`src/design/alpl_pkg.sv`:
```
`default_nettype none
// ----------------------------------------------------------------------------
// alpl_pkg
// Shared widths, depth and commands of the arc-length parameter lookup.
// ----------------------------------------------------------------------------
package alpl_pkg;

  localparam int TABLE_DEPTH = 128;
  localparam int IDX_W       = $clog2(TABLE_DEPTH);
  localparam int CNT_W       = 8;
  localparam int PARAM_W     = 17;
  localparam int LEN_W       = 32;
  localparam int PROD_W      = LEN_W + PARAM_W;

  localparam logic CMD_LOAD  = 1'b0;
  localparam logic CMD_QUERY = 1'b1;

endpackage : alpl_pkg
`default_nettype wire

```
`src/design/alpl_div.sv`:
```
`default_nettype none
// ----------------------------------------------------------------------------
// alpl_div
// Restoring divider, one quotient bit per cycle. The quotient is known to
// fit in PARAM_W bits (numerator below den << PARAM_W).
// ----------------------------------------------------------------------------
module alpl_div
  import alpl_pkg::*;
(
  input  wire logic               clk,
  input  wire logic               rst,
  input  wire logic               start,
  input  wire logic [PROD_W-1:0]  num,
  input  wire logic [LEN_W-1:0]   den,
  output logic                    done,
  output logic [PARAM_W-1:0]      quo
);

  localparam int STEP_W = $clog2(PARAM_W + 1);

  logic [LEN_W-1:0]   rem;
  logic [PARAM_W-1:0] low;
  logic [STEP_W-1:0]  steps;
  logic [LEN_W:0]     trial;
  logic               fits;

  assign trial = {rem, low[PARAM_W-1]};
  assign fits  = trial >= {1'b0, den};
  assign quo   = low;

  always_ff @(posedge clk) begin
    if (rst) begin
      steps <= '0;
      done  <= 1'b0;
    end else begin
      done <= !start && (steps == STEP_W'(1));
      if (start) begin
        rem   <= num[PROD_W-1:PARAM_W];
        low   <= num[PARAM_W-1:0];
        steps <= STEP_W'(PARAM_W);
      end else if (steps != '0) begin
        // low shifts numerator bits out and quotient bits in
        rem   <= fits ? LEN_W'(trial - {1'b0, den}) : trial[LEN_W-1:0];
        low   <= {low[PARAM_W-2:0], fits};
        steps <= steps - STEP_W'(1);
      end
    end
  end

endmodule : alpl_div
`default_nettype wire

```
`config.mk`:
```
export PLATFORM = sky130hd
export DESIGN_NAME = alpl_div
export DESIGN_NICKNAME = d
export VERILOG_FILES = /design/src/design/alpl_pkg.sv /design/src/design/alpl_div.sv
export SDC_FILE = /design/constraint.sdc
export NUM_CORES = 1
export LEC_CHECK = 0
export BUFFER_PORTS_ARGS = -buffer_cell sky130_fd_sc_hd__buf_2
export CORE_UTILIZATION = 25
export DETAILED_ROUTE_END_ITERATION = 7
export RECOVER_POWER = 25
export SLEW_MARGIN = 20
export SYNTH_ARGS = -nofsm -noshare
export SYNTH_HDL_FRONTEND = slang
export SYNTH_SLANG_ARGS = --single-unit
```
`constraint.sdc`:
```
create_clock -name clk -period 4.6 [get_ports clk]
set_input_delay 0.46 -clock clk [delete_from_list [all_inputs] [get_ports clk]]
set_output_delay 0.46 -clock clk [all_outputs]
set_load 0.05 [all_outputs]
```
==> metrics list, run 1 <==
- Mean post-synth cell area: 9.45 µm²
- Summed over all layers, the routed wires come to 12,500 µm.
- In the finished design, the share of the clock period the worst path needs comes to 81.9%.
- Worst hold-check slack: 0.404 ns
* Max clock buf depth: 2
* Shortest clock period the worst path allows after layout: 3.77 ns
- The max-slew violation count was 0.
- Post-route non-filler standard cell count: 820
- Top FF cell, synth: sky130_fd_sc_hd__edfxtp_1
* Data required time of the worst path: 4.67 ns
- Sinks on Clock Net: 55
- Final total negative setup slack: 0 ns
- Number of hold violations in the final report: 0
- Once the floorplan was initialized, standard cells occupied 25.7% of the core.
- Type of the worst setup path: reg -> reg
* Number of buffers inserted by port buffering: 101
- After detailed routing, the average wire length per cell comes to 15.2 µm.
* Critical-path top delay cell: sky130_fd_sc_hd__a311oi_4
- The HPWL after detailed placement is between 9000 and 10,000 µm.
* Post-synthesis to final-layout area growth: 18.8%
- Yosys mapped a number of flops with a built-in enable equal to 49.
- Once routing completed, OpenROAD measured the worst setup slack at 0.834 ns.
- Hold Path Origin: rst
* Leakage component of the power: 2.36 nW
- On the final layout, the worst clock skew is 0.00899 ns.
* Height of the die: 139 µm
- After synthesis, the share of flip-flops with an asynchronous set or reset is 0%.
* Crit end category: flop
- Biggest fanout along the worst timing path: 21
* Max frequency: 0.266 GHz
- Entering global routing, the biggest net connects 79 pins.
- Worst R2R Path Depth: 10
- Total via count after detailed routing: 3,929
- The pre-antenna-repair detailed-routing pass consisted of 8 iterations.
- Setup repair after global routing left no endpoint under its margin.
* Die Area: 0.0192 mm²
- CTS Root Cell: sky130_fd_sc_hd__clkbuf_16
- The region available for standard cell placement spans 0.0181 mm².
- Fill cell total of the finished layout: 1,971
* Syn_nets: 614
* Fin nets: 709
- Global routing consumed, over all layers together, 13.1% of the routing resources.
* Failing checks: DRC
* Reg2Reg Setup Slack: 0.83 ns
- Clock insertion delay at the later pin of the skew report: 0.32 ns
- Number of cell rows: approximately 50
- Number of setup buffers added after CTS: 0
- Clock tree synthesis inserted a total of 5 buffers.
- Dividing the detail-routed via count by the number of cells gives 4.79.
- Syn. warnings: 0
* Worst vdd rail ir drop: 0.179 mV
- Data on the critical path arrives at its endpoint at 3.84 ns.
- Run status: finished with violations
* Ordered cell list for the critical path: ha_1 -> and3_1 -> or3b_4 -> a211oi_4 -> o21ai_2 -> a311oi_4 -> or2_1 -> buf_4 -> mux2_2 -> mux2_2
* DRC violations left: 6
- Flip-flop and latch count after synthesis: 55
* Most common cell type on the critical path: sky130_fd_sc_hd__mux2_2
- Summed over all layers, the global routing overflow is 0.
* Gpl congestion: roughly 0.85
- R2r endpoint: rem[4]
- Die X: 139 µm
* Setup Viol. Count Final: 0
- Instance count along the most critical hold path: 2
- Actual transition at the worst max-transition pin: 0.870 ns
- Clock tree from TritonCTS: done
- The worst pin sits at a relative slew slack of roughly two fifths.
* Number of instances in the synthesized netlist: 494
* Worst setup SP type: flop
* Worst-case hold path end point: steps[0]
- Number of H-tree branching levels: 2
- Number of top-level pins: about 100
* CP peak stage delay: 0.55 ns
- Power spread over the standard cell area amounts to 370 mW/mm².
- The detailed router finished its first iteration with 219 violations.
- Netlist cell types: 68
* Syn Std Cell Area: 0.00467 mm²
* Via count of the first global-routing pass: 3,975
- Buffers inserted to repair hold after CTS numbered 0.
* Pre-CTS setup slack: ~0.68 ns
* Worst hold-check path type: in -> reg
- Number of gates given a new drive strength after cts: 0
- Counting tap cells, the placed design contains a total of 810 instances.
* Proportion of layout cells with a drive suffix above 1: 24.6%
- Max-cap violations: 0
- The first global-routing pass estimated 20,200 µm of wire.
- Antenna-violating nets left: 0
- Proportion of synthesized chip area in sequential cells: 34.1%
- Source of the worst register-to-register timing path: rem[8]
- The initial antenna violation count is 2.
* Clock-pin slew of the registers on the worst-case setup and hold paths: ~0.090 ns
synthesized netlist by cell type (6+ instances only):
cell type	instances	area (µm²)
sky130_fd_sc_hd__edfxtp_1	49	1470
sky130_fd_sc_hd__inv_1	49	184
sky130_fd_sc_hd__a21oi_1	47	235
sky130_fd_sc_hd__mux2_2	36	405
sky130_fd_sc_hd__ha_1	35	438
sky130_fd_sc_hd__nand2_1	35	131
sky130_fd_sc_hd__nor2_1	28	105
sky130_fd_sc_hd__xnor2_1	18	158
sky130_fd_sc_hd__o21ai_0	16	80.1
sky130_fd_sc_hd__a21o_1	15	113
sky130_fd_sc_hd__nor3_1	12	60.1
sky130_fd_sc_hd__clkbuf_1	10	37.5
sky130_fd_sc_hd__nor2b_1	10	62.6
sky130_fd_sc_hd__and3_1	8	50.1
sky130_fd_sc_hd__nand3_1	8	40.0
sky130_fd_sc_hd__xor2_1	8	70.1
sky130_fd_sc_hd__dfxtp_1	6	120
sky130_fd_sc_hd__o21a_1	6	45.0
registers in the layout (all words and copies together), names as in the netlist:
signal	count
rem	32
quo	17
steps	5
done	1
layout make-up:
| class | instances | area (µm²) | area share, % |
|---|---|---|---|
| sequential | 55 | 1590 | 28.7 |
| inverter | 49 | 184 | 3.31 |
| clock buffer | 5 | 125 | 2.25 |
| timing repair buffer | 107 | 547 | 9.85 |
| clock inverter | 3 | 28.8 | 0.519 |
| tap | 229 | 287 | 5.16 |
| multi-input combinational | 371 | 2780 | 50.2 |
| antenna | 1 | 2.50 | 0.0451 |
where the power goes:
part / internal [mW] / leakage, nW / switching [mW]
sequential: 0.645 / 0.522 / 0.0408
combinational: 0.398 / 1.76 / 0.535
clock: 0.211 / 0.0767 / 0.224
total: 1.25 / 2.36 / 0.800
critical path: cells and delay by family (launching register included):
family	cells	cell delay, ns
AO/OA/AOI/OAI	3	0.95
flip-flops	1	0.43
adder cells (fa/ha/maj)	1	0.42
AND/OR/NAND/NOR	3	0.83
multiplexers	2	0.62
buffers and inverters	1	0.28
cells in the final DEF (no fill, tap or decap), types with 8 or more instances in the layout:
master                     Yosys  layout
sky130_fd_sc_hd__mux2_2       36      36
sky130_fd_sc_hd__inv_1        49      49
sky130_fd_sc_hd__edfxtp_1     49      49
sky130_fd_sc_hd__nor2_1       28      27
sky130_fd_sc_hd__and3_1        8       8
sky130_fd_sc_hd__a21o_1       15      15
sky130_fd_sc_hd__xor2_1        8       8
sky130_fd_sc_hd__xnor2_1      18      18
sky130_fd_sc_hd__nand2_1      35      35
sky130_fd_sc_hd__nor3_1       12      12
sky130_fd_sc_hd__clkbuf_1     10      19
sky130_fd_sc_hd__buf_2         1      82
sky130_fd_sc_hd__nor2b_1      10      10
sky130_fd_sc_hd__nand3_1       8       8
sky130_fd_sc_hd__a21oi_1      47      47
sky130_fd_sc_hd__ha_1         35      35
sky130_fd_sc_hd__o21ai_0      16      16
how the worst max path moves through the flow:
stage | cells past startpoint | from | endpoint
final | 10 | rem[8] | rem[4]
after global routing | 10 | rem[8] | rem[4]
after CTS | 10 | rem[8] | rem[4]
after detailed placement | 12 | den[9] | rem[4]
after global placement | 12 | den[9] | rem[3]
after floorplan | 5 | start | quo[0]
kinds of logic after synthesis:
logic type               Yosys count  synth area share (%)
buffers and inverters             68                  6.46
AO/OA/AOI/OAI                    132                  19.3
XOR/XNOR                          26                  4.88
AND/OR/NAND/NOR                  132                  14.7
multiplexers                      45                  10.7
flip-flops                        55                  34.1
adder cells (fa/ha/maj)           36                  9.81
metrics by stage:
stage / power (mW) / util, % / area, µm²
floorplan: 1.42 / - / 4670
global placement: 1.62 / 29.7 / 5390
detailed placement: 1.62 / 29.7 / 5390
CTS: 2.07 / 30.5 / 5540
global route: 2.19 / 30.6 / 5550
finish: 2.05 / 30.6 / 5550
metal layers:
layer,share of wire [%],global-route usage (%)
met1,50,17.7
met2,44,21.3
met3,4.8,3.21
met4,0.68,2.40
met5,0.10,0
Note: power is estimated with default switching activity, not from simulation.
==> inputs of run 2 (changes only) <==
==> constraint.sdc (replaced) <==
create_clock -name clk -period 3.5 [get_ports clk]
set_input_delay 0.35 -clock clk [delete_from_list [all_inputs] [get_ports clk]]
set_output_delay 0.35 -clock clk [all_outputs]
set_load 0.05 [all_outputs]
==> run 2 against run 1 <==
Compared with the run above:
- the flow finishes with violations (DRC, capacitance limit, slew limit)
- hold slack lost 0.11 ns
- first-iteration DRC count grew 4.6%
- wire length grew 3.8%
- final cell count grew 3.2%
- combinational power grew 42%
- core utilization grew 1.2 points
- critical endpoint is now rem[13]
- clock-buffer cell count is the same
- clock power grew 31%
- register-to-register slack lost 0.67 ns
- critical path depth is the same
- sequential power grew 32%
- sequential share of layout area shrank 1.1 points
==> metrics list, run 2 (synthesis results as in run 1) <==
- The flow ran to the end, but the final reports show violations.
- The checks that failed: DRC, capacitance limit, slew limit.
* CP peak stage delay: 0.46 ns (-0.09 ns)
- Worst hold-check path type: in -> reg
* Fill cell total of the finished layout: 1,958 (-0.66%)
- The maximum number of pins on one net before global-route repair came to 39 (-51%).
* Iter 0 DRT Violations: 229 (+4.6%)
* Leakage component of the power: 2.49 nW (+5.4%)
* Detail-routed via count per cell: 4.82 (+0.50%)
- Post-route fraction of the period consumed by the critical path: 95.4% (+14 points)
* Source of the worst register-to-register timing path: rem[9]
* Number of hold violations in the final report: 0 (unchanged)
* Max clock buf depth: 2 (unchanged)
* Pwr per Cell Area: 483 mW/mm² (+31%)
- In this run the worst setup path terminates at rem[13].
* Relative slew margins: -25.3% (-67 points)
- In this run the critical register-to-register path is captured at rem[13].
* Max-cap violations: 1 (+1)
* Total global routing track utilization: 13.8% (+0.69 points)
- Antenna cells: 0 (-1)
- Most common cell after layout, fill and taps aside: sky130_fd_sc_hd__buf_2
- Setup Viol. Count Final: 0 (unchanged)
- Worst setup SP type: flop
* Reg2Reg Setup Slack: 0.16 ns (-0.67 ns)
- Half-perimeter wire length after placement: 10,300 µm (+7.6%)
- The post-detailed-route count of antenna-violating nets was 0 (unchanged).
* Gpl congestion: 0.879 (+3.6%)
* Starting density of the core: 25.7% (unchanged)
* Post-synthesis to final-layout area growth: 23.6%
- Die X: 139 µm (unchanged)
- Post-Place Cell Area: 0.00561 mm² (+4.1%)
- Routed WL per cell: 15.3 µm (+0.64%)
- Clock-pin slew of the registers on the worst-case setup and hold paths: 0.09 ns (about the same)
- The number of flip-flops in the largest register was 32 (unchanged).
* Largest delay contributor family on the critical path: simple AND/OR/NAND/NOR gates
- The final worst clock skew was 0.00641 ns (-0.00257 ns).
- Worst R2R Path Depth: 10 (unchanged)
* Sum of buffers and inverters on the critical path: 1 (unchanged)
- Worst hold-check slack: 0.292 ns (-0.112 ns)
* Worst path depth: 10 (unchanged)
* TritonCTS buffer count: 5 (unchanged)
* Actual transition at the worst max-transition pin: 1.88 ns (+1.01 ns)
- The root buffer cell chosen for the clock tree is sky130_fd_sc_hd__clkbuf_16.
- STA classifies the critical path endpoint as a flop.
* Ordered cell list for the critical path: ha_4 -> and3_1 -> or3b_4 -> a211oi_4 -> o21ai_2 -> a311oi_4 -> or2_1 -> buf_12 -> mux2_2 -> mux2_2
* Die Area: 0.0192 mm² (unchanged)
- The count of standard-cell rows came to 49 (unchanged).
- TritonCTS built the clock tree.
- CTS hold repair buffers: 0 (unchanged)
- The initial antenna violation count is 1 (-1).
- Clock insertion delay at the later pin of the skew report: 0.31 ns (about the same)
- The remaining global-route overflow came to 0 (unchanged).
- Final wirelength: 12,900 µm (+3.8%)
- The floorplan die height is 139 µm (unchanged).
* Number of setup buffers added after CTS: 0 (unchanged)
* Sinks on Clock Net: 55 (unchanged)
- Arrival time worst endpoint: 3.41 ns (-0.43 ns)
- The largest individual stage delay along the critical path comes from the cell sky130_fd_sc_hd__edfxtp_1.
- The fraction of layout instances using a drive strength above 1 was 28.0% (+3.5 points).
- Most used cells in the layout excluding fill and tap cells: 82 x sky130_fd_sc_hd__buf_2, 49 x sky130_fd_sc_hd__inv_1, 49 x sky130_fd_sc_hd__edfxtp_1
- The number of global-route vias before repair is 4,159 (+4.6%).
- The maximum clock rate was 0.300 GHz (+13%).
* Post-Layout Inst Area: 0.00577 mm² (+4.0%)
- Fin nets: 736 (+3.8%)
- Number of H-tree branching levels: 2 (unchanged)
* Worst vdd rail ir drop: 0.205 mV (+15%)
- Among the stages of the critical path, the cell type that occurs most often is sky130_fd_sc_hd__mux2_2.
* DRC violations left: 2 (-4)
- Number of buffers inserted by port buffering: 101 (unchanged)
- The core area was 0.0181 mm² (unchanged).
* Total via count after detailed routing: 4,074 (+3.7%)
- Data required time of the worst path: 3.57 ns (-1.10 ns)
- Number of top-level pins: 102 (unchanged)
* Shortest clock period the worst path allows after layout: 3.34 ns (-0.427 ns)
- First drt pass iteration count: 7 (-1)
- Launch point of the worst path: rem[9]
- The biggest fanout along the worst timing path came to 24 (+14%).
- The setup path with the least slack is of type reg -> reg.
- The wire length of the first global-routing pass came to 21,200 µm (+5.2%).
* Register bank with the most flops: rem
- The max-slew violation count was 39 (+39).
[run 2: cell count changes in the layout (fill, tap and decap cells not counted), sizes merged]
cell	previous run	this run
diode	1	0
buf	88	114
clkbuf	24	25
[run 2: worst register-to-register path: stages, from the launching register on]
cell                       delay [ns]
sky130_fd_sc_hd__edfxtp_1        0.46
sky130_fd_sc_hd__ha_4            0.33
sky130_fd_sc_hd__and3_1          0.19
sky130_fd_sc_hd__or3b_4          0.41
sky130_fd_sc_hd__a211oi_4        0.28
sky130_fd_sc_hd__o21ai_2         0.12
sky130_fd_sc_hd__a311oi_4        0.31
sky130_fd_sc_hd__or2_1           0.21
sky130_fd_sc_hd__buf_12          0.19
sky130_fd_sc_hd__mux2_2          0.36
sky130_fd_sc_hd__mux2_2          0.25
[run 2: final cells by class]
class / instances / area, µm² / area share [%]
Timing Repair Buffer: 134 / 738 / 12.8
Tap cell: 229 / 287 / 4.97
Sequential cell: 55 / 1590 / 27.6
Clock inverter: 3 / 28.8 / 0.499
Inverter: 49 / 184 / 3.19
Multi-Input combinational cell: 371 / 2820 / 48.8
Clock buffer: 5 / 125 / 2.17
[run 2: power breakdown]
part | internal [mW] | switching (mW) | total [mW]
sequential | 0.848 | 0.0561 | 0.904
combinational | 0.591 | 0.725 | 1.32
clock | 0.278 | 0.292 | 0.569
[run 2: timing repair]
action | 4_1_cts | 5_1_grt
resized for setup | 0 | 7
hold endpoints to repair | 0 | 0
setup endpoints to repair | 0 | 15
[run 2: worst min path at each step]
stage	end	depth (start not counted)	startpoint	slack (ns)
after global routing	steps[0]	2	rst	0.29
after global placement	steps[1]	2	steps[1]	0.51
after CTS	steps[0]	2	rst	0.28
after detailed placement	steps[1]	2	steps[1]	0.51
final	steps[0]	2	rst	0.29
after floorplan	steps[0]	1	rst	0.42
[run 2: per-layer routing]
metal	vias to the layer above	part of all wire, %	track usage, %
li1	2064	-	-
met1	1885	48	18.6
met2	110	45	22.6
met3	13	5.5	3.11
met4	2	1.1	2.92
met5	-	0.10	0
[run 2: stage by stage]
stage,power (mW),util [%],worst slack [ns],std cells,setup TNS [ns]
floorplan,1.86,-,0.0940,494,0
global placement,2.22,30.9,0.112,838,0
detailed placement,2.23,30.9,0.0452,838,0
CTS,2.81,31.8,0.0260,846,0
global route,2.99,31.8,-0.0215,846,-0.0215
finish,2.79,31.8,0.162,846,0
==> inputs of run 3 (changes only) <==
--- a/config.mk
+++ b/config.mk
@@ -6,8 +6,11 @@
 export NUM_CORES = 1
 export LEC_CHECK = 0
 export BUFFER_PORTS_ARGS = -buffer_cell sky130_fd_sc_hd__buf_2
+export CELL_PAD_IN_SITES_DETAIL_PLACEMENT = 0
+export CELL_PAD_IN_SITES_GLOBAL_PLACEMENT = 2
 export CORE_UTILIZATION = 25
 export DETAILED_ROUTE_END_ITERATION = 7
+export PLACE_DENSITY_LB_ADDON = 0.1
 export RECOVER_POWER = 25
 export SLEW_MARGIN = 20
 export SYNTH_ARGS = -nofsm -noshare
==> run 3 against run 2 <==
Compared with the run above:
- the flow finishes with violations (DRC)
- non-clock buffer count grew 8
- first-iteration DRC count shrank 28%
- fmax shrank 0.97%
- register-to-register slack lost 0.03 ns
- clock skew shrank 0.0018 ns
- final cell count grew 0.95%
- via count grew 0.76%
- die area is the same
- critical path depth is the same
- setup slack lost 0.033 ns
==> metrics list, run 3 (synthesis results as in run 1) <==
- Run status: finished with violations
* Failing checks: DRC
- Half-perimeter wire length after placement: 10,900 µm (+5.7%)
- Number of cell rows: 49 (unchanged)
* CTS Root Cell: sky130_fd_sc_hd__clkbuf_16
* Number of top-level pins: 102 (unchanged)
- Fin nets: 744 (+1.1%)
- The final worst clock skew came to 0.00461 ns (-0.00180 ns).
- The longest individual stage delay on the worst path was 0.44 ns (-0.02 ns).
- Sinks on Clock Net: 55 (unchanged)
- Actual transition at the worst max-transition pin: 1.08 ns (-0.795 ns)
- Final wirelength: 14,100 µm (+9.3%)
- TritonCTS buffer count: 5 (unchanged)
- The floorplan die height came to 139 µm (unchanged).
* Arrival time worst endpoint: 3.44 ns (+0.03 ns)
- The max-slew violation count was 0 (-100%).
* Data required time of the worst path: 3.57 ns (about the same)
- Via count of the first global-routing pass: 4,299 (+3.4%)
- Area of combinational cells with multiple inputs: 0.00281 mm² (-0.40%)
* Total via count after detailed routing: 4,105 (+0.76%)
* Number of H-tree branching levels: 2 (unchanged)
- Maximum number of pins on one net before global-route repair: 40 (+2.6%)
- Critical-path top delay cell: sky130_fd_sc_hd__edfxtp_1
- The critical path buffer and inverter count was 1 (unchanged).
- Number of antenna violations at the first check in global routing: 0 (-1)
- Type of the worst setup path: reg -> reg
- Setup Viol. Count Final: 0 (unchanged)
- Number of hold violations in the final report: 0 (unchanged)
* Biggest fanout along the worst timing path: 12 (-50%)
- The via density per instance came to 4.81 (-0.18%).
- The number of flip-flops in the largest register was 32 (unchanged).
- Leaving out fill and tap cells, the most frequent cells in the layout are 89 x sky130_fd_sc_hd__buf_2, 49 x sky130_fd_sc_hd__inv_1, 49 x sky130_fd_sc_hd__edfxtp_1.
- Worst hold-check path type: in -> reg
* Post-synthesis to final-layout area growth: 25.3%
- Worst vdd rail ir drop: 0.228 mV (+11%)
- Post-route fraction of the period consumed by the critical path: 96.3% (+0.93 points)
- The hold buffer count at CTS is 0 (unchanged).
- Walking the worst path, the cells encountered are ha_1 -> and3_1 -> or3b_4 -> a211oi_4 -> o21ai_2 -> a311oi_4 -> or2_1 -> buf_12 -> mux2_2 -> mux2_2.
* Iter 0 DRT Violations: 165 (-28%)
- Clock-pin slew of the registers on the worst-case setup and hold paths: 0.09 ns (about the same)
* FF+latch area: 0.00159 mm² (unchanged)
- The later-pin clock latency in the skew report came to 0.31 ns (about the same).
- Proportion of layout cells with a drive suffix above 1: 30.4% (+2.4 points)
- The tightest hold margin was 0.300 ns (+0.00739 ns).
* Pwr per Cell Area: 487 mW/mm² (+0.85%)
- Gpl congestion: 0.797 (-9.4%)
* Global-route wire length before repair: 22,900 µm (+7.8%)
* Max clock buf depth: 2 (unchanged)
- Starting density of the core: 25.7% (unchanged)
- The core area is 0.0181 mm² (unchanged).
- The post-detailed-route count of antenna-violating nets was 0 (unchanged).
- Most common cell type on the critical path: sky130_fd_sc_hd__mux2_2
- The number of design rule violations left after detail routing is 6 (+4).
* GR Overflow Total: 0 (unchanged)
- The floorplan die area was 0.0192 mm² (unchanged).
* Number of setup buffers added after CTS: 0 (unchanged)
* Leakage component of the power: 2.55 nW (+2.6%)
- The filler cell count was 1,975 (+0.87%).
- The minimum clock period after layout came to 3.37 ns (+0.0327 ns).
- The maximum clock rate came to 0.297 GHz (-0.97%).
- Max-cap violations: 0 (-1)
* Most common cell after layout, fill and taps aside: sky130_fd_sc_hd__buf_2
- The horizontal die dimension is 139 µm (unchanged).
- Clock tree from TritonCTS: done
- Post-Layout Inst Area: 0.00585 mm² (+1.4%)
- The worst setup path is launched from a flop.
- STA classifies the critical path endpoint as a flop.
* Post-Place Cell Area: 0.00570 mm² (+1.5%)
- The wire length per cell is 16.6 µm (+8.3%).
* Register bank with the most flops: rem
- Util after Layout: 32.3% (+0.46 points)
- The first-pass iteration count of the detailed router was 6 (-1).
* Antenna cells: 0 (unchanged)
* Largest delay contributor family on the critical path: simple AND/OR/NAND/NOR gates
* Number of buffers inserted by port buffering: 101 (unchanged)
- Total global routing track utilization: 15.1% (+1.3 points)
- The tightest slew margin relative to the limit is 27.8% (+53 points).
[run 3: cell count changes in the layout (fill, tap and decap cells not counted), moves of 2 or more]
cell and delta:
sky130_fd_sc_hd__buf_4 +6, sky130_fd_sc_hd__mux2_1 -2, sky130_fd_sc_hd__buf_12 +2, sky130_fd_sc_hd__mux2_2 +2, sky130_fd_sc_hd__buf_2 +7, sky130_fd_sc_hd__clkbuf_1 -7
[run 3: final timing paths]
check | start | endpoint | slack, ns | cells past startpoint
worst max-delay path | rem[8] | rem[13] | 0.13 | 10
worst max register to register | rem[8] | rem[13] | 0.13 | 10
worst min-delay path | rst | steps[0] | 0.30 | 2
worst min register to register | steps[1] | steps[1] | 0.53 | 2
[run 3: stage by stage]
stage	power [mW]	instances	TNS [ns]	worst slack (ns)
detailed placement	2.29	846	-0.000197	-0.000197
global placement	2.30	846	0	0.0928
finish	2.85	854	0	0.129
global route	3.07	854	-0.0225	-0.0225
CTS	2.90	854	0	0.0527
floorplan	1.86	494	0	0.0940
[run 3: metal layers]
layer | vias up | part of all wire, % | track usage [%]
met1 | 1923 | 47 | 19.6
met4 | 0 | 1.8 | 4.33
met2 | 94 | 47 | 25.7
met3 | 16 | 4.1 | 2.83
li1 | 2072 | - | -
met5 | - | 0 | 0
[run 3: worst register-to-register path, cell delays in order, from the launching register on]
cell and delay [ns]:
sky130_fd_sc_hd__edfxtp_1 0.44, sky130_fd_sc_hd__ha_1 0.33, sky130_fd_sc_hd__and3_1 0.21, sky130_fd_sc_hd__or3b_4 0.42, sky130_fd_sc_hd__a211oi_4 0.29, sky130_fd_sc_hd__o21ai_2 0.13, sky130_fd_sc_hd__a311oi_4 0.28, sky130_fd_sc_hd__or2_1 0.26
sky130_fd_sc_hd__buf_12 0.18, sky130_fd_sc_hd__mux2_2 0.34, sky130_fd_sc_hd__mux2_2 0.26
[run 3: repair_timing]
| item | in CTS | in global routing |
|---|---|---|
| hold endpoints to repair | 0 | 0 |
| pin swaps | 0 | 3 |
| endpoints found under the setup margin | 1 | 4 |
| gates resized for setup | 1 | 5 |
[run 3: area by class of cell]
| class | count | share of cell area, % |
|---|---|---|
| Clock buffer | 5 | 2.14 |
| Sequential cell | 55 | 27.2 |
| Multi-Input combinational cell | 371 | 47.9 |
| Tap cell | 229 | 4.90 |
| Inverter | 49 | 3.14 |
| Timing Repair Buffer | 142 | 14.2 |
| Clock inverter | 3 | 0.492 |
[run 3: report_power, final]
part,total (mW),internal [mW],switching [mW]
sequential,0.902,0.847,0.0549
clock,0.580,0.278,0.302
combinational,1.37,0.618,0.753
